$ cat src/sv/cds_pkg.sv
// Shared types, constants and helper functions for the clock display scanner.
package cds_pkg;

   localparam int NUM_DIGITS_DEF = 4;
   localparam int BUF_DIGITS     = 4;
   localparam int BUF_IDX_W      = $clog2(BUF_DIGITS);
   localparam int DIGIT_EN_W     = BUF_DIGITS;
   localparam int MATRIX_SIZE    = 8;
   localparam int PERIOD_W       = 8;
   localparam int PATTERN_W      = MATRIX_SIZE * MATRIX_SIZE;
   localparam int CSR_INDEX_W    = 2;
   localparam int CSR_DATA_W     = PATTERN_W;

   localparam logic [PERIOD_W-1:0]  DIGIT_PERIOD_RST   = 8'd25;
   localparam logic [PERIOD_W-1:0]  SECOND_PERIOD_RST  = 8'd100;
   localparam logic [PERIOD_W-1:0]  COLUMN_PERIOD_RST  = 8'd2;
   localparam logic [PATTERN_W-1:0] PATTERN_RST        = 64'h0066_667E_6666_3C18;

   localparam logic [5:0] SECONDS_RST = 6'd50;
   localparam logic [5:0] MINUTES_RST = 6'd8;
   localparam logic [4:0] HOURS_RST   = 5'd15;
   localparam logic [5:0] LAST_SECOND = 6'd59;
   localparam logic [5:0] LAST_MINUTE = 6'd59;
   localparam logic [4:0] LAST_HOUR   = 5'd23;
   localparam logic [5:0] SECONDS_PER_MINUTE = 6'd60;
   localparam logic [5:0] MINUTES_PER_HOUR   = 6'd60;
   localparam logic [4:0] HOURS_PER_DAY      = 5'd24;

   // Buffer after reset shows 15:08; entry 0 sits in the lowest nibble.
   localparam logic [BUF_DIGITS-1:0][3:0] DIGITS_RST = {4'd8, 4'd0, 4'd5, 4'd1};

   localparam int REQ_DATA_W   = 8;
   localparam int RSP_FIELDS_W = 45;
   localparam int RSP_DATA_W   = 48;

   typedef enum logic [CSR_INDEX_W-1:0] {
      CSR_DIGIT_PERIOD   = 2'd0,
      CSR_SECOND_PERIOD  = 2'd1,
      CSR_COLUMN_PERIOD  = 2'd2,
      CSR_MATRIX_PATTERN = 2'd3
   } csr_index_type;

   typedef struct packed {
      logic digit;
      logic second;
      logic column;
   } fire_type;

   typedef struct packed {
      logic [4:0] hours;
      logic [5:0] minutes;
      logic [5:0] seconds;
      logic       dot;
   } time_type;

   typedef struct packed {
      logic [6:0]            segments;
      logic [DIGIT_EN_W-1:0] digit_en;
      logic [7:0]            rows;
      logic [7:0]            col_en;
   } scan_type;

   // Active-low segment drive for one decimal digit; codes above nine go dark.
   function automatic logic [6:0] seg_code(input logic [3:0] value);
      logic [6:0] lit;
      case (value)
         4'd0:    lit = 7'h3F;
         4'd1:    lit = 7'h06;
         4'd2:    lit = 7'h5B;
         4'd3:    lit = 7'h4F;
         4'd4:    lit = 7'h66;
         4'd5:    lit = 7'h6D;
         4'd6:    lit = 7'h7D;
         4'd7:    lit = 7'h07;
         4'd8:    lit = 7'h7F;
         4'd9:    lit = 7'h6F;
         default: lit = 7'h00;
      endcase
      return ~lit;
   endfunction

   // Tens digit of a value below sixty, by comparison.
   function automatic logic [3:0] tens_of(input logic [5:0] value);
      logic [3:0] tens;
      if (value >= 6'd50) begin
         tens = 4'd5;
      end else if (value >= 6'd40) begin
         tens = 4'd4;
      end else if (value >= 6'd30) begin
         tens = 4'd3;
      end else if (value >= 6'd20) begin
         tens = 4'd2;
      end else if (value >= 6'd10) begin
         tens = 4'd1;
      end else begin
         tens = 4'd0;
      end
      return tens;
   endfunction

   // Units digit of a value below sixty; the product is formed at six bits.
   function automatic logic [3:0] units_of(input logic [5:0] value);
      logic [5:0] rest;
      rest = value - 6'(tens_of(value)) * 6'd10;
      return rest[3:0];
   endfunction

endpackage

$ cat src/sv/cds_divider.sv
// Reloading countdown divider that fires once every period steps.
module cds_divider (
   input  logic                          clock,
   input  logic                          reset,
   input  logic                          step,
   input  logic [cds_pkg::PERIOD_W-1:0]  period,
   input  logic [cds_pkg::PERIOD_W-1:0]  reload_init,
   output logic                          fire
);

   logic [cds_pkg::PERIOD_W-1:0] count_ff, count_in;

   // A count of one or zero fires and reloads, so period zero acts as one.
   assign fire = step && (count_ff <= cds_pkg::PERIOD_W'(1));

   always_comb begin
      if (fire) begin
         count_in = period;
      end else if (step) begin
         count_in = count_ff - cds_pkg::PERIOD_W'(1);
      end else begin
         count_in = count_ff;
      end
   end

   always_ff @(posedge clock) begin
      if (reset) begin
         count_ff <= reload_init;
      end else begin
         count_ff <= count_in;
      end
   end

endmodule

$ cat src/sv/cds_clock.sv
// Time-of-day counters, hour and minute digit buffer, and the blinking dot.
module cds_clock (
   input  logic                                   clock,
   input  logic                                   reset,
   input  logic                                   advance,
   output cds_pkg::time_type                      time_next,
   output logic [cds_pkg::BUF_DIGITS-1:0][3:0]    digits
);

   logic [4:0] hours_ff, hours_in;
   logic [5:0] minutes_ff, minutes_in;
   logic [5:0] seconds_ff, seconds_in;
   logic       dot_ff, dot_in;
   logic [cds_pkg::BUF_DIGITS-1:0][3:0] digits_ff, digits_in;

   always_comb begin
      hours_in   = hours_ff;
      minutes_in = minutes_ff;
      seconds_in = seconds_ff;
      dot_in     = dot_ff;
      digits_in  = digits_ff;
      if (advance) begin
         dot_in = ~dot_ff;
         if (seconds_ff >= cds_pkg::LAST_SECOND) begin
            seconds_in = '0;
            if (minutes_ff >= cds_pkg::LAST_MINUTE) begin
               minutes_in = '0;
               hours_in   = (hours_ff >= cds_pkg::LAST_HOUR) ? '0 : hours_ff + 5'd1;
            end else begin
               minutes_in = minutes_ff + 6'd1;
            end
         end else begin
            seconds_in = seconds_ff + 6'd1;
         end
         digits_in[0] = cds_pkg::tens_of({1'b0, hours_in});
         digits_in[1] = cds_pkg::units_of({1'b0, hours_in});
         digits_in[2] = cds_pkg::tens_of(minutes_in);
         digits_in[3] = cds_pkg::units_of(minutes_in);
      end
   end

   always_ff @(posedge clock) begin
      if (reset) begin
         hours_ff   <= cds_pkg::HOURS_RST;
         minutes_ff <= cds_pkg::MINUTES_RST;
         seconds_ff <= cds_pkg::SECONDS_RST;
         dot_ff     <= 1'b0;
         digits_ff  <= cds_pkg::DIGITS_RST;
      end else begin
         hours_ff   <= hours_in;
         minutes_ff <= minutes_in;
         seconds_ff <= seconds_in;
         dot_ff     <= dot_in;
         digits_ff  <= digits_in;
      end
   end

   assign time_next.hours   = hours_in;
   assign time_next.minutes = minutes_in;
   assign time_next.seconds = seconds_in;
   assign time_next.dot     = dot_in;
   // The scan reads the buffer as it stood before this step.
   assign digits            = digits_ff;

endmodule

$ cat src/sv/cds_scan.sv
// Seven-segment digit scan and LED matrix column scan with held pin registers.
module cds_scan #(
   parameter int NUM_DIGITS = cds_pkg::NUM_DIGITS_DEF
) (
   input  logic                                   clock,
   input  logic                                   reset,
   input  cds_pkg::fire_type                      fires,
   input  logic [cds_pkg::BUF_DIGITS-1:0][3:0]    digits,
   input  logic [cds_pkg::PATTERN_W-1:0]          pattern,
   output cds_pkg::scan_type                      scan_next
);

   localparam int DIDX_W = (NUM_DIGITS > 1) ? $clog2(NUM_DIGITS) : 1;
   localparam logic [DIDX_W-1:0] LAST_DIGIT = DIDX_W'(NUM_DIGITS - 1);
   localparam int CIDX_W = $clog2(cds_pkg::MATRIX_SIZE);

   cds_pkg::scan_type  scan_ff, scan_in;
   logic [DIDX_W-1:0]  digit_idx_ff, digit_idx_in;
   logic [CIDX_W-1:0]  column_idx_ff, column_idx_in;
   logic [3:0]         digit_idx_ext;
   logic [cds_pkg::MATRIX_SIZE-1:0][cds_pkg::MATRIX_SIZE-1:0] pattern_rows;

   assign digit_idx_ext = 4'(digit_idx_ff);
   assign pattern_rows  = pattern;

   always_comb begin
      scan_in       = scan_ff;
      digit_idx_in  = digit_idx_ff;
      column_idx_in = column_idx_ff;
      if (fires.digit) begin
         // Selects past the buffer blank all digits and keep the segments.
         if (digit_idx_ext < 4'(cds_pkg::BUF_DIGITS)) begin
            scan_in.digit_en = ~(cds_pkg::DIGIT_EN_W'(1)
                                 << digit_idx_ext[cds_pkg::BUF_IDX_W-1:0]);
            scan_in.segments = cds_pkg::seg_code(
                                  digits[digit_idx_ext[cds_pkg::BUF_IDX_W-1:0]]);
         end else begin
            scan_in.digit_en = '1;
         end
         digit_idx_in = (digit_idx_ff == LAST_DIGIT) ? '0 : digit_idx_ff + DIDX_W'(1);
      end
      if (fires.column) begin
         for (int r = 0; r < cds_pkg::MATRIX_SIZE; r++) begin
            scan_in.rows[r] = ~pattern_rows[r][column_idx_ff];
         end
         scan_in.col_en = ~(8'(1) << column_idx_ff);
         column_idx_in  = column_idx_ff + CIDX_W'(1);
      end
   end

   always_ff @(posedge clock) begin
      if (reset) begin
         scan_ff       <= '0;
         digit_idx_ff  <= '0;
         column_idx_ff <= '0;
      end else begin
         scan_ff       <= scan_in;
         digit_idx_ff  <= digit_idx_in;
         column_idx_ff <= column_idx_in;
      end
   end

   assign scan_next = scan_in;

endmodule

$ cat src/sv/cds_skid.sv
// Two-entry result buffer that keeps input acceptance off the result ready path.
module cds_skid (
   input  logic                            clock,
   input  logic                            reset,
   input  logic                            in_valid,
   output logic                            in_ready,
   input  logic [cds_pkg::RSP_DATA_W-1:0]  in_data,
   output logic                            out_valid,
   input  logic                            out_ready,
   output logic [cds_pkg::RSP_DATA_W-1:0]  out_data
);

   logic                            main_valid_ff, main_valid_in;
   logic                            skid_valid_ff, skid_valid_in;
   logic [cds_pkg::RSP_DATA_W-1:0]  main_data_ff, main_data_in;
   logic [cds_pkg::RSP_DATA_W-1:0]  skid_data_ff, skid_data_in;
   logic                            push, pop;

   assign in_ready = !skid_valid_ff;
   assign push     = in_valid && in_ready;
   assign pop      = main_valid_ff && out_ready;

   always_comb begin
      main_valid_in = main_valid_ff;
      skid_valid_in = skid_valid_ff;
      main_data_in  = main_data_ff;
      skid_data_in  = skid_data_ff;
      if (skid_valid_ff) begin
         if (pop) begin
            main_data_in  = skid_data_ff;
            skid_valid_in = 1'b0;
         end
      end else if (push) begin
         if (!main_valid_ff || pop) begin
            main_data_in  = in_data;
            main_valid_in = 1'b1;
         end else begin
            skid_data_in  = in_data;
            skid_valid_in = 1'b1;
         end
      end else if (pop) begin
         main_valid_in = 1'b0;
      end
   end

   always_ff @(posedge clock) begin
      if (reset) begin
         main_valid_ff <= 1'b0;
         skid_valid_ff <= 1'b0;
      end else begin
         main_valid_ff <= main_valid_in;
         skid_valid_ff <= skid_valid_in;
      end
      main_data_ff <= main_data_in;
      skid_data_ff <= skid_data_in;
   end

   assign out_valid = main_valid_ff;
   assign out_data  = main_data_ff;

endmodule

$ cat src/sv/clock_display_scanner_top.sv
// Top level of the clock display scanner: registers, dividers, clock, scan and result buffer.
//
//   Channel   Dir   Handshake              Payload
//   req_      in    req_tvalid/req_tready  req_tdata[0] tick
//   rsp_      out   rsp_tvalid/rsp_tready  rsp_tdata pin drive and time of day
//   csr_      in    csr_we (no wait)       csr_index, csr_wdata
//
// Every accepted request beat yields exactly one response beat. The state update
// for a beat is one short pass of logic from the held counters to the registers,
// so a beat is taken in every cycle while the result buffer has room; its response is registered.
// The result buffer holds two beats: the request side stalls only when both are
// full, and that stall depends on registered state, not on rsp_tready.
// Reset is synchronous and active high; it restores the periods, the pattern,
// the time 15:08:50 with digits 1508, and clears the scan and pin registers.
// A beat with tick low changes nothing and repeats the held pin state.
module clock_display_scanner_top #(
   parameter int NUM_DIGITS = cds_pkg::NUM_DIGITS_DEF
) (
   input  logic                              clock,
   input  logic                              reset,
   // req_tdata, from bit 0: tick, then seven zero bits
   input  logic                              req_tvalid,
   output logic                              req_tready,
   input  logic [cds_pkg::REQ_DATA_W-1:0]    req_tdata,
   // rsp_tdata, from bit 0: segment_lines[6:0], digit_enables[10:7],
   // row_lines[18:11], column_enables[26:19], dot_line[27], hours_now[32:28],
   // minutes_now[38:33], seconds_now[44:39], zeros[47:45]
   output logic                              rsp_tvalid,
   input  logic                              rsp_tready,
   output logic [cds_pkg::RSP_DATA_W-1:0]    rsp_tdata,
   input  logic                              csr_we,
   input  logic [cds_pkg::CSR_INDEX_W-1:0]   csr_index,
   input  logic [cds_pkg::CSR_DATA_W-1:0]    csr_wdata
);

   logic [cds_pkg::PERIOD_W-1:0]    digit_period_ff, second_period_ff, column_period_ff;
   logic [cds_pkg::PATTERN_W-1:0]   pattern_ff;
   logic                            req_accept;
   logic                            tick_step;
   cds_pkg::fire_type               fires;
   cds_pkg::time_type               time_next;
   cds_pkg::scan_type               scan_next;
   logic [cds_pkg::BUF_DIGITS-1:0][3:0] digits;
   logic [cds_pkg::RSP_DATA_W-1:0]  rsp_data_in;

   // Configuration registers; a write takes effect at the next reload of a divider.
   always_ff @(posedge clock) begin
      if (reset) begin
         digit_period_ff  <= cds_pkg::DIGIT_PERIOD_RST;
         second_period_ff <= cds_pkg::SECOND_PERIOD_RST;
         column_period_ff <= cds_pkg::COLUMN_PERIOD_RST;
         pattern_ff       <= cds_pkg::PATTERN_RST;
      end else if (csr_we) begin
         case (cds_pkg::csr_index_type'(csr_index))
            cds_pkg::CSR_DIGIT_PERIOD:
               digit_period_ff  <= csr_wdata[cds_pkg::PERIOD_W-1:0];
            cds_pkg::CSR_SECOND_PERIOD:
               second_period_ff <= csr_wdata[cds_pkg::PERIOD_W-1:0];
            cds_pkg::CSR_COLUMN_PERIOD:
               column_period_ff <= csr_wdata[cds_pkg::PERIOD_W-1:0];
            cds_pkg::CSR_MATRIX_PATTERN:
               pattern_ff       <= csr_wdata;
            default: ;
         endcase
      end
   end

   assign req_accept = req_tvalid && req_tready;
   assign tick_step  = req_accept && req_tdata[0];

   // The three dividers count the same ticks; on a shared tick the digit scan
   // still reads the buffer from before the clock advance.
   cds_divider u_digit_div (
      .clock       (clock),
      .reset       (reset),
      .step        (tick_step),
      .period      (digit_period_ff),
      .reload_init (cds_pkg::DIGIT_PERIOD_RST),
      .fire        (fires.digit)
   );

   cds_divider u_second_div (
      .clock       (clock),
      .reset       (reset),
      .step        (tick_step),
      .period      (second_period_ff),
      .reload_init (cds_pkg::SECOND_PERIOD_RST),
      .fire        (fires.second)
   );

   cds_divider u_column_div (
      .clock       (clock),
      .reset       (reset),
      .step        (tick_step),
      .period      (column_period_ff),
      .reload_init (cds_pkg::COLUMN_PERIOD_RST),
      .fire        (fires.column)
   );

   cds_clock u_clock (
      .clock     (clock),
      .reset     (reset),
      .advance   (fires.second),
      .time_next (time_next),
      .digits    (digits)
   );

   cds_scan #(
      .NUM_DIGITS (NUM_DIGITS)
   ) u_scan (
      .clock     (clock),
      .reset     (reset),
      .fires     (fires),
      .digits    (digits),
      .pattern   (pattern_ff),
      .scan_next (scan_next)
   );

   // The response carries the state as it stands after the accepted beat.
   assign rsp_data_in = {
      (cds_pkg::RSP_DATA_W - cds_pkg::RSP_FIELDS_W)'(0),
      time_next.seconds,
      time_next.minutes,
      time_next.hours,
      time_next.dot,
      scan_next.col_en,
      scan_next.rows,
      scan_next.digit_en,
      scan_next.segments
   };

   cds_skid u_skid (
      .clock     (clock),
      .reset     (reset),
      .in_valid  (req_tvalid),
      .in_ready  (req_tready),
      .in_data   (rsp_data_in),
      .out_valid (rsp_tvalid),
      .out_ready (rsp_tready),
      .out_data  (rsp_tdata)
   );

   // The time of day never leaves its range.
   a_time_range : assert property (@(posedge clock) disable iff (reset)
      (time_next.seconds < cds_pkg::SECONDS_PER_MINUTE) &&
      (time_next.minutes < cds_pkg::MINUTES_PER_HOUR) &&
      (time_next.hours < cds_pkg::HOURS_PER_DAY))
      else $error("time of day out of range");

   // A stalled request side means the buffer already holds a result.
   a_stall_full : assert property (@(posedge clock) disable iff (reset)
      !req_tready |-> rsp_tvalid)
      else $error("request stalled with an empty result buffer");

   // Every accepted beat leaves a response waiting in the next cycle.
   a_result_follows : assert property (@(posedge clock) disable iff (reset)
      req_accept |=> rsp_tvalid)
      else $error("accepted beat produced no response");

   // Without a tick no divider may fire.
   a_no_tick_quiet : assert property (@(posedge clock) disable iff (reset)
      !tick_step |-> (fires == '0))
      else $error("divider fired without a tick");

endmodule

$ cat config.mk
export PLATFORM = sky130hd
export DESIGN_NAME = clock_display_scanner_top
export DESIGN_NICKNAME = d
export VERILOG_FILES = /design/src/sv/cds_pkg.sv /design/src/sv/cds_divider.sv /design/src/sv/cds_clock.sv /design/src/sv/cds_scan.sv /design/src/sv/cds_skid.sv /design/src/sv/clock_display_scanner_top.sv
export SDC_FILE = /design/constraint.sdc
export NUM_CORES = 1
export LEC_CHECK = 0
export ABC_AREA = 1
export BUFFER_PORTS_ARGS = -buffer_cell sky130_fd_sc_hd__buf_2
export CORE_MARGIN = 5
export CORE_UTILIZATION = 52
export DETAILED_ROUTE_END_ITERATION = 12
export PLACE_DENSITY_LB_ADDON = 0.3
export SYNTH_ARGS = -nofsm -noshare
export SYNTH_HDL_FRONTEND = slang
export SYNTH_SLANG_ARGS = --single-unit
$ cat constraint.sdc
create_clock -name clock -period 4.3 [get_ports clock]
set_input_delay 0.86 -clock clock [delete_from_list [all_inputs] [get_ports clock]]
set_output_delay 0.86 -clock clock [all_outputs]
set_load 0.005 [all_outputs]
# == Word level (Yosys, flattened, before mapping) ==
# Memory sizes are Yosys's and may differ from the RTL's.
# Cells that the tools add are included.
# classes
mux,66
shifts,2
eq_ne,6
magnitude_cmp,19
mul,2
addsub,10
reduce_logical,23
bitwise_logic,14
# ops
operator,count
$mux W48,4
$mux W4,12
$mux W8,6
$mux W6,6
$mux W5,5
$bmux W1 S3,8
$ge A6 B6 Y1 const B,4
$le A8 B1 Y1 const B,3
$sub A8 B1 Y8 const B,3
$mux W7,3
$mux W1,18
$mux W16,1
$ge A5 B5 Y1 const B,3
$add A6 B1 Y6 const B,2
$ge A5 B6 Y1 const B,2
$ge A6 B5 Y1 const B,2
$reduce_bool A2 Y1,6
$mux W11,1
$not A1 Y1,11
$reduce_and A3 Y1,3
$bmux W4 S2,1
$mul A4 B3 Y3 const B,2
$not A8 Y8,1
$reduce_and A2 Y1,4
other kinds (21),31
# totals
regBits,273
output_inout_bits,50
wordCells,168
rom_bits,112
memories,1
inputBits,79
# memory_table
memory,words,width,read_ports,rd_clocked_by_memory_dff,write_ports,line,rtl
(no name shown),16,7,1,0,0,cds_pkg.sv:66,case (value)

# == Longest topological paths before layout ==
# Gate-level depths: netlist of run 1.
# logic_depth
word_depth,14
depth_mapped,22

# == Cells and area by module ==
# From an unflattened synthesis of run 1, not the netlist that was laid out.
# hier_totals
hier_cells,1720
hier_area_um2,13272.7
# modules_own_cells
module,cells_each,area_each_um2,instances
cds_skid,272,3617.2,1
clock_display_scanner_top,497,3444.6,1
cds_scan,359,2290.9,1
cds_divider,105,696.9,3
cds_clock,277,1829.3,1

# == Worst setup path before layout of run 1 ==
# OpenSTA, ideal clock, no wires.
# synth_path
path_type,input to register
start,input req_tvalid
end,"register u_skid.main_data_ff, in the netlist u_skid.out_data[0], enable pin"
n_path_buf,0
path_stages,4
setup_ns,0.447
setup_slack_ns,0.892
arrival_ns,2.960
path_cell_list,inv_1 -> nor2_4 -> a21oi_1 -> nor2_1
# synth_between
elab_chain_len,3
# synth_rtl
element,line,rtl
from (decl),clock_display_scanner_top.sv:22,"input logic req_tvalid,"
$logic_and A1 B1 Y1,cds_skid.sv:20,assign push = in_valid && in_ready;
$reduce_bool A2 Y1 (no line),--,
$reduce_and A3 Y1 (no line),--,
to (signal assigned),cds_skid.sv:54,main_data_ff <= main_data_in;
to (decl),cds_skid.sv:15,"logic [cds_pkg::RSP_DATA_W-1:0] main_data_ff, main_data_in;"
# Every way passes these cells.
# A chain may end at the register's enable or synchronous reset.

# == Worst setup path after layout of run 1 ==
# layout_path
start,register u_clock.seconds_ff[1]
end,"register u_clock.digits_ff, in the netlist u_clock.digits[15]"
# layout_between
elab_chain_len,12
elab_cells_between_ends,16
classes_between,add/sub (1); mul (1); order compare (6); mux (8)
# layout_rtl
element,line,rtl
from (decl),cds_clock.sv:12,"logic [5:0] seconds_ff, seconds_in;"
from (signal assigned),cds_clock.sv:46,seconds_ff <= cds_pkg::SECONDS_RST;
from (signal assigned),cds_clock.sv:52,seconds_ff <= seconds_in;
$ge A6 B6 Y1 (*),cds_clock.sv:24,if (seconds_ff >= cds_pkg::LAST_SECOND) begin
$mux W6 (*),cds_clock.sv:24,
$mux W6 (*),cds_clock.sv:22,if (advance) begin
$ge A6 B4 Y1,cds_pkg.sv:93,end else if (value >= 6'd10) begin
$mux W1,cds_pkg.sv:93,
$mux W4,cds_pkg.sv:91,end else if (value >= 6'd20) begin
$mux W4,cds_pkg.sv:89,end else if (value >= 6'd30) begin
$mux W4,cds_pkg.sv:87,end else if (value >= 6'd40) begin
$mux W4,cds_pkg.sv:85,if (value >= 6'd50) begin
$mux W4,cds_clock.sv:22,
$mul A4 B3 Y3,cds_pkg.sv:104,rest = value - 6'(tens_of(value)) * 6'd10;
$sub A4 B4 Y4 (*),cds_pkg.sv:104,
to (signal assigned),cds_clock.sv:48,digits_ff <= cds_pkg::DIGITS_RST;
to (signal assigned),cds_clock.sv:54,digits_ff <= digits_in;
to (decl),cds_clock.sv:14,"logic [cds_pkg::BUF_DIGITS-1:0][3:0] digits_ff, digits_in;"
# Every way passes the cells marked *; elsewhere a longest branch is shown, timed or not. The select of a mux whose other input is x is not followed.

==> metrics, run 1 <==
vias in the first global route 9016; Final Skew 0.0137 ns; Max Slew Vio Count 0; pwr dens 402 mW/mm2; max-cap viol count 0; die height 161 um; area of the multi-input gates 0.00471 mm2; CTS resizes 0; first-pass GRT wire length 43.3 mm; crit path cell chain ha_1 -> nor2_4 -> inv_1 -> nand2_1 -> nand2_1 -> o21ai_2 -> inv_1 -> nand3_1 -> nand2_1 -> nand2_1 -> nand2_1 -> nand2_1 -> nand2_1 -> ha_1 -> fa_1 -> xnor2_1 -> nand3_1 -> nand3_1 -> nand2_1; Fillers 2009; hold_buf cts 0; Critical Path End Type flop; Synth Flop Type dfxtp_1; Fin. Hold Viols 0; Avg Cell Area, Syn 8.28 um2; gr ovfl total 0; post-synth top area share 0.297; met2 usage 0.324; gp weighted congestion 0.882; worst skew pair latency 0.53 ns; Async SR Flop Fraction 0; Setup CP Type reg2reg; Pwr Total 5.46 mW; relative slew slack 0.422; # setup viols final 0; I/O Pins 129; Syn-to-layout area delta 14.0%; post-DP HPWL 17.2 mm; WP data required 4.71 ns; hold depth 2; Leakage 5.76 nW; All-Layer GR Usage 0.196; worst slew pin tran 0.861 ns; GRT met1 Usage 0.272; slowest stage delay, CP 0.41 ns; WL/cell 14.1 um; CP arrival 3.55 ns; Iter 0 DRT Violations 558; share of layout cells above drive strength 1 0.157; post-synth top area cell dfxtp_1; Longest Clk Path Bufs 3; Max FO, Critical Path 11; CP dominant cell by count nand2_1; DRT antenna net count 0; Sink Count 267; Starting Density 0.528; met3 usage 0.0332; Diodes inserted 0; DR DRC count 0; pin count of the biggest net entering global routing 92; CTS H-tree depth 1; top cells by area, synth dfxtp_1 30%, edfxtp_1 23%, nand2_1 8.5%, o21ai_0 6.4%, nor2_1 5.0%; Post-synth EDFFs 90; status completed; Seq. cell area 0.00625 mm2; Core Area 0.0226 mm2; Tmin final 3.14 ns; CP max-delay cell fa_1; Die Span X 161 um; Reg2Reg Depth 19; Synth Instances 1438; crit share post-route 0.731; Synth Register Bits 267; Num CTS Buffers 27; Synth cell types 50; initial antenna violation count 0; synthesized cell area 0.0119 mm2; setup bufs post-CTS 0; most common cell in the netlist nand2_1; row cnt 55; maximum VDD drop 0.306 mV; via count 9544; Seq/Total Area, Yosys 0.524; RSZ-0062 raised after global routing false; GR peak layer met2; synth warn 0; CP Launch Type flop; Hold Path Class reg2reg; Avg Vias per Cell 5.20; drt first pass iters 4; FF-to-FF setup slack 1.16 ns; port buffer count 118; final setup TNS 0 ns; Clock Tree Root clkbuf_16; die area 0.0260 mm2; CTS tree done; top cells by count, synth 271 x nand2_1, 177 x dfxtp_1, 160 x nor2_1; clk slew on worst S/H paths 0.06 ns; DRT Wirelength 26.0 mm; f_max 0.318 GHz; Layout Nets 1637
## cells by family after synthesis
kind of cell / count (synthesis) / share of synthesized area
AOI/OAI and AO/OA: 339 / 0.154
xor gates and xnor gates: 8 / 0.00588
adders and majority gates: 28 / 0.0307
buffers and inverters: 242 / 0.0820
DFF: 267 / 0.524
other: 1 / 0.000315
and+or+nand+nor: 553 / 0.203
## report_power, final
part	internal (mW)	switching [mW]
Clock	1.38	0.956
Sequential	2.71	0.0413
Combinational	0.131	0.239
## critical path, delay by kind of cell (launching register included)
family | cells | cell delay (ns)
compound gates | 1 | 0.09
xor+xnor | 1 | 0.22
fa+ha+maj | 3 | 0.86
buf+inv | 2 | 0.18
flops | 1 | 0.33
simple gates | 12 | 1.35
## registers in the layout, indices dropped and copies added, names as in the netlist, 2 cells and up
| name | flops |
|---|---|
| u_clock.hours_ff | 5 |
| u_column_div.count_ff | 8 |
| u_clock.minutes_ff | 6 |
| u_skid.out_data | 45 |
| digit_period_ff | 8 |
| u_clock.digits | 13 |
| u_second_div.count_ff | 8 |
| pattern_ff | 64 |
| u_scan.scan_ff | 27 |
| column_period_ff | 8 |
| u_clock.seconds_ff | 6 |
| u_scan.column_idx_ff | 3 |
| u_skid.skid_data_ff | 45 |
| u_scan.digit_idx_ff | 2 |
| second_period_ff | 8 |
| u_digit_div.count_ff | 8 |
## layout make-up
cell class              instances  share of cell area
clock buffers                  38              0.0602
repair buffers                134              0.0532
multi-input cells             931               0.347
inverters                     169              0.0471
clock inverters                12             0.00663
well taps                     285              0.0263
flip-flops and latches        267               0.460
## path summary, 6_finish.rpt
check,endpoint,from
worst min register to register,pattern_ff[20],pattern_ff[20]
worst min-delay path,pattern_ff[20],pattern_ff[20]
worst max-delay path,u_clock.digits[15],u_clock.seconds_ff[1]
worst max register to register,u_clock.digits[15],u_clock.seconds_ff[1]
## layout by cell type (no fill, tap or decap), types with 3 or more instances in the layout
cell	instances
dfxtp_1	176
nor3_2	5
nor2_4	4
buf_2	118
clkbuf_8	8
nand2_2	8
nor2_1	158
o221ai_1	5
conb_1	3
inv_2	16
buf_4	15
clkbuf_16	28
inv_1	149
ha_1	26
o21ai_0	153
nand3_2	7
or2_2	6
clkinv_2	7
nor3_1	3
xor2_1	6
nand3_1	77
a31oi_1	5
nand2_1	271
o21ai_1	46
edfxtp_1	90
a21oi_1	95
clkinv_1	5
o21a_1	5
o211ai_1	16
nor2_2	3
o21ai_2	3
a221oi_1	4
## metal layers
metal,routed length (um),vias to the layer above
met4,374,0
met5,0,-
li1,-,4903
met1,12100,4368
met2,12000,238
met3,1470,35
## stage by stage
step           instance area (um2)  utilization  cells  setup slack [ns]  hold slack (ns)
6_report                     13600        0.602   1836              1.16            0.444
4_1_cts                      13600        0.602   1836              1.18            0.447
3_5_place_dp                 12700        0.561   1786              1.24            0.438
5_1_grt                      13600        0.602   1836             0.903            0.463
3_3_place_gp                 12700        0.561   1786              1.28            0.433
2_1_floorplan                11900            -   1440             0.892            0.424
No activity file was read; power rests on OpenSTA's default activity.
==> run 2: changes to the inputs <==
Clock period 4.3 ns to 3.23 ns, I/O delays scaled along.
==> run 2 against run 1 <==
Against the previous run:
- setup slack worse by 0.79 ns
- cell count up 0.22%
- largest power group unchanged
- via count increased by 0.39%
- cell area shrank 0.29%
- flip-flop and latch count is the same
- combinational power rose by 33%
- count of clock-buffer cells in the layout down 5
==> metrics, run 2 (synthesis gave the netlist of run 1 again) <==
via count 9581 (+0.39%); Max Slew Vio Count 0 (unchanged); CTS H-tree depth 1 (unchanged); All-Layer GR Usage 0.195 (-0.000969); Hold Path Class in2reg; worst skew pair latency 0.52 ns (about the same); Longest Clk Path Bufs 3 (unchanged); FF-to-FF Start u_clock.seconds_ff[1]; Iter 0 DRT Violations 620 (+11%); CP max-delay cell fa_1; drt first pass iters 5 (+1); pwr dens 519 mW/mm2 (+29%); Max FO, Critical Path 6 (-5); hold path start csr_wdata[18]; DR DRC count 0 (unchanged); row cnt 55 (unchanged); maximum VDD drop 0.373 mV (+22%); max reg flops 64 (unchanged); CP arrival 3.28 ns (-0.27 ns); Avg Vias per Cell 5.21 (+0.17%); Setup CP Type reg2reg; Hold Path Sink pattern_ff[18]; Layout Nets 1642 (+0.31%); CP dominant cell by count nand2_1; Largest Register pattern_ff; WL/cell 13.9 um (-1.7%); relative slew slack 0.453 (+0.0317); first-pass GRT wire length 43.5 mm (+0.40%); Final Skew 0.0101 ns (-0.00363 ns); worst slew pin tran 0.820 ns (-0.0410 ns); die height 161 um (unchanged); DRT antenna net count 0 (unchanged); max-cap viol count 0 (unchanged); crit path cell chain ha_1 -> nor2_4 -> inv_1 -> nand2_2 -> nand2_1 -> o21ai_2 -> inv_1 -> nand3_1 -> nand2_1 -> nand2_1 -> nand2_1 -> nand2_1 -> nand2_1 -> ha_1 -> fa_1 -> xnor2_1 -> nand3_1 -> nand3_1 -> nand2_1; Fillers 1982 (-1.3%); Core Area 0.0226 mm2 (unchanged); status completed; Clock Tree Root clkbuf_16; Syn-to-layout area delta 13.7%; slowest stage delay, CP 0.40 ns (about the same); final setup TNS 0 ns (unchanged); post-DP HPWL 17.0 mm (-0.76%); Tmin final 2.86 ns (-0.283 ns); I/O Pins 129 (unchanged); Die Span X 161 um (unchanged); Num CTS Buffers 27 (unchanged); crit share post-route 0.885 (+0.155); vias in the first global route 9037 (+0.23%); Starting Density 0.528 (unchanged); hold depth 3 (+1); pin count of the biggest net entering global routing 93 (+1.1%); CTS tree done; most frequent cells in the layout 270 x nand2_1, 176 x dfxtp_1, 158 x nor2_1; Reg2Reg Depth 19 (unchanged); RSZ-0062 raised after global routing false; Fin. Hold Viols 0 (unchanged); gp weighted congestion 0.862 (-2.2%); commonest non-fill, non-tap cell in the layout nand2_1; Leakage 5.73 nW (-0.50%); FF-to-FF setup slack 0.37 ns (-0.79 ns); f_max 0.350 GHz (+9.9%); Diodes inserted 0 (unchanged); WP data required 3.65 ns (-1.06 ns); share of layout cells above drive strength 1 0.154 (-0.00233); Sink Count 267 (unchanged); port buffer count 118 (unchanged); initial antenna violation count 0 (unchanged); die area 0.0260 mm2 (unchanged); hold_buf cts 0 (unchanged); # setup viols final 0 (unchanged); DRT Wirelength 25.6 mm (-1.5%); Pwr Total 7.03 mW (+29%); clk slew on worst S/H paths 0.06 ns (about the same); Critical Path End Type flop; CP Launch Type flop; gr ovfl total 0 (unchanged); reg-to-reg endpoint u_clock.digits[15]
[run 2: changes by cell type in the layout (fill, tap and decap cells not counted), moves of 2 or more]
| cell | before | now |
|---|---|---|
| buf_4 | 15 | 18 |
| buf_12 | 1 | 3 |
| clkbuf_8 | 8 | 0 |
| clkinv_1 | 5 | 9 |
| clkinvlp_4 | 0 | 2 |
| clkbuf_1 | 2 | 6 |
[run 2: worst max-delay path: cells and delay by family (launching register included)]
family	cells	cell delay (ns)
xor gates and xnor gates	1	0.21
buffers and inverters	2	0.19
DFF	1	0.32
and+or+nand+nor	12	1.11
adders and majority gates	3	0.85
AOI/OAI and AO/OA	1	0.08
[run 2: final cells by class]
cell class                 instances  area [um2]  share of cell area
sequential                       267        6250               0.461
tap                              285         357              0.0263
inverter                         169         639              0.0472
multi-input combinational        931        4710               0.348
clock buffer                      33         698              0.0516
timing repair buffer             139         786              0.0580
clock inverter                    16         106             0.00785
[run 2: what timing repair did]
item                                   in CTS  in global routing
setup buffers                               0                  0
endpoints found under the hold margin       0                  0
resized for setup                           0                  1
setup endpoints to repair                   0                  1
[run 2: power by group]
group,switching (mW),leakage (nW),internal [mW]
sequential,0.0557,2.27,3.61
combinational,0.315,3.07,0.179
clock,1.26,0.392,1.61
[run 2: routing by layer]
| metal | track usage | part of all wire | vias to the layer above |
|---|---|---|---|
| li1 | - | - | 4923 |
| met1 | 0.269 | 0.47 | 4424 |
| met2 | 0.326 | 0.47 | 204 |
| met3 | 0.0316 | 0.047 | 30 |
| met4 | 0.0434 | 0.014 | 0 |
| met5 | 0 | 0 | - |
[run 2: worst max path at each step]
stage / startpoint / endpoint / slack, ns
finish: u_clock.seconds_ff[1] / u_clock.digits[15] / 0.37
global route: u_clock.minutes_ff[1] / u_clock.digits[15] / 0.04
CTS: u_clock.seconds_ff[1] / u_clock.digits[15] / 0.31
detailed placement: u_clock.seconds_ff[0] / u_clock.digits[15] / 0.32
global placement: u_clock.seconds_ff[1] / u_clock.digits[15] / 0.42
floorplan: req_tvalid / u_skid.out_data[0] / 0.04
[run 2: per-stage QoR]
| step | instances | util | setup WS [ns] | instance area [um2] | hold WS, ns |
|---|---|---|---|---|---|
| finish | 1840 | 0.600 | 0.371 | 13500 | 0.328 |
| global route | 1840 | 0.600 | 0.0439 | 13500 | 0.319 |
| CTS | 1840 | 0.600 | 0.307 | 13500 | 0.307 |
| detailed placement | 1791 | 0.564 | 0.323 | 12700 | 0.439 |
| global placement | 1791 | 0.564 | 0.424 | 12700 | 0.432 |
| floorplan | 1440 | - | 0.0363 | 11900 | 0.424 |
==> run 3: changes to the inputs <==
Settings changed: CTS_BUF_LIST set to sky130_fd_sc_hd__clkbuf_8, RECOVER_POWER set to 50.
==> run 3 against run 2 <==
Against the previous run:
- the run now ends with max-capacitance violations, max-slew violations left
- critical path depth fell by 10
- combinational power fell by 2%
- first-iteration DRC count fell by 10%
- fmax fell by 1.3%
- sequential share of layout area rose by 0.11 points
- die area did not move
- routed wire length rose by 0.59%
- via count rose by 0.72%
- utilization fell by 0.16 points
- hold slack got worse by 0.017 ns
- critical path type unchanged
==> metrics, run 3 (synthesis gave the netlist of run 1 again) <==
row cnt 55 (unchanged); Critical Path End Type flop; WL/cell 13.8 um (-1.0%); Max Slew Vio Count 129 (+129); Num CTS Buffers 43 (+59%); Setup WS post-layout 0.333 ns (-0.0379 ns); CTS H-tree depth 2 (+1); Longest Clk Path Bufs 3 (unchanged); failing checks max-capacitance violations, max-slew violations; pre-CTS setup slack 0.323 ns (unchanged); GR peak layer met2; relative slew slack -0.0325 (-0.486); post-DP HPWL 17.0 mm (unchanged); Top delay family on crit path simple AND/OR/NAND/NOR gates; slowest stage delay, CP 0.59 ns (+0.19 ns); Iter 0 DRT Violations 557 (-10%); Die Span X 161 um (unchanged); Max FO, Critical Path 23 (+17); final setup TNS 0 ns (unchanged); Final Non-Filler Cells 1870 (+1.6%); design area 0.0135 mm2 (-0.27%); Setup CP Type reg2reg; DRT Wirelength 25.7 mm (+0.59%); crit share post-route 0.897 (+0.0117); FF-to-FF setup slack 0.33 ns (-0.04 ns); max reg flops 64 (unchanged); Final Skew 0.0354 ns (+0.0254 ns); pwr dens 517 mW/mm2 (-0.44%); CP arrival 3.26 ns (-0.02 ns); # setup viols final 0 (unchanged); Sink Count 267 (unchanged); CTS tree done; met2 usage 0.322 (-0.00439); most frequent cells in the layout 272 x nand2_1, 177 x dfxtp_1, 172 x inv_1; met3 usage 0.0367 (+0.00510); Hold Path Class in2reg; drt first pass iters 5 (unchanged); Starting Density 0.528 (unchanged); Core Area 0.0226 mm2 (unchanged); DRT antenna net count 0 (unchanged); Diodes inserted 0 (unchanged); CP max-delay cell inv_1; CP Launch Type flop; maximum VDD drop 0.339 mV (-9.1%); die area 0.0260 mm2 (unchanged); DR DRC count 0 (unchanged); initial antenna violation count 0 (unchanged); hold depth 3 (unchanged); Reg2Reg Depth 9 (-10); All-Layer GR Usage 0.197 (+0.00192); status finished with violations; Leakage 5.76 nW (+0.47%); Hold Path Sink pattern_ff[11]; commonest non-fill, non-tap cell in the layout nand2_1; FF-to-FF Start u_skid.skid_valid_ff; pin count of the biggest net entering global routing 93 (unchanged); Avg Vias per Cell 5.16 (-0.90%); Clock Tree Root clkbuf_8; Cell Area, Placed 0.0127 mm2 (unchanged); I/O Pins 129 (unchanged); share of layout cells above drive strength 1 0.141 (-0.0136); worst skew pair latency 0.55 ns (+0.03 ns); gr ovfl total 0 (unchanged); DP Cell Count 1791 (unchanged); hold path start csr_wdata[11]; Bufs and invs on worst path 2 (unchanged); Syn-to-layout area delta 13.4%; Tmin final 2.90 ns (+0.0379 ns); gp weighted congestion 0.862 (unchanged); worst slew pin tran 1.55 ns (+0.729 ns); die height 161 um (unchanged); clk slew on worst S/H paths 0.06 ns (about the same); f_max 0.345 GHz (-1.3%); GRT met1 Usage 0.267 (-0.00127); port buffer count 118 (unchanged); Fin. Hold Viols 0 (unchanged); crit path cell chain nor2_1 -> nand2_1 -> nor3_1 -> nand2_2 -> inv_1 -> o221ai_1 -> o21ai_1 -> inv_1 -> o21ai_1; WP data required 3.60 ns (-0.05 ns); Largest Register pattern_ff; vias in the first global route 9175 (+1.5%); via count 9650 (+0.72%); Pwr Total 6.98 mW (-0.71%); max-cap viol count 2 (+2); Layout Nets 1658 (+0.97%); RSZ-0062 raised after global routing false; first-pass GRT wire length 43.6 mm (+0.14%); reg-to-reg endpoint u_skid.out_data[14]
[run 3: area by class of cell]
type / count / area (um2)
Inverter: 169 / 639
Fill cell: 2017 / 9060
Tap cell: 285 / 357
Sequential cell: 267 / 6250
Timing Repair Buffer: 139 / 722
Clock inverter: 27 / 138
Clock buffer: 52 / 716
Multi-Input combinational cell: 931 / 4690
[run 3: what timing repair did]
| action | in CTS | in global routing |
|---|---|---|
| gates resized for setup | 0 | 1 |
| setup endpoints to repair | 0 | 1 |
| hold buffers | 0 | 0 |
| setup buffers | 0 | 0 |
[run 3: power breakdown]
part / leakage (nW) / switching [mW] / internal [mW]
Sequential: 2.27 / 0.0557 / 3.61
Clock: 0.508 / 1.29 / 1.54
Combinational: 2.98 / 0.313 / 0.171
[run 3: per-layer routing]
metal / part of all wire / wire [um]
met1: 0.47 / 12000
met4: 0.020 / 525
met5: 0 / 0
met2: 0.46 / 11800
met3: 0.054 / 1400
[run 3: metrics by stage]
stage / hold slack, ns / utilization
2_1_floorplan: 0.424 / -
3_3_place_gp: 0.432 / 0.564
3_5_place_dp: 0.439 / 0.564
4_1_cts: 0.276 / 0.602
5_1_grt: 0.297 / 0.598
6_report: 0.311 / 0.598
[run 3: worst max path at each step]
stage                          startpoint                  end  slack (ns)  depth (start not counted)
floorplan                      req_tvalid   u_skid.out_data[0]        0.04                          4
global placement    u_clock.seconds_ff[1]   u_clock.digits[15]        0.42                         19
detailed placement  u_clock.seconds_ff[0]   u_clock.digits[15]        0.32                         19
CTS                 u_clock.seconds_ff[1]   u_clock.digits[15]        0.29                         19
global route         u_skid.skid_valid_ff  u_skid.out_data[21]        0.03                         10
finish               u_skid.skid_valid_ff  u_skid.out_data[14]        0.33                          9
[run 3: worst min-delay path, stage by stage]
cell	delay (ns)
buf_2	0.07
nand2_1	0.04
nand3_1	0.06
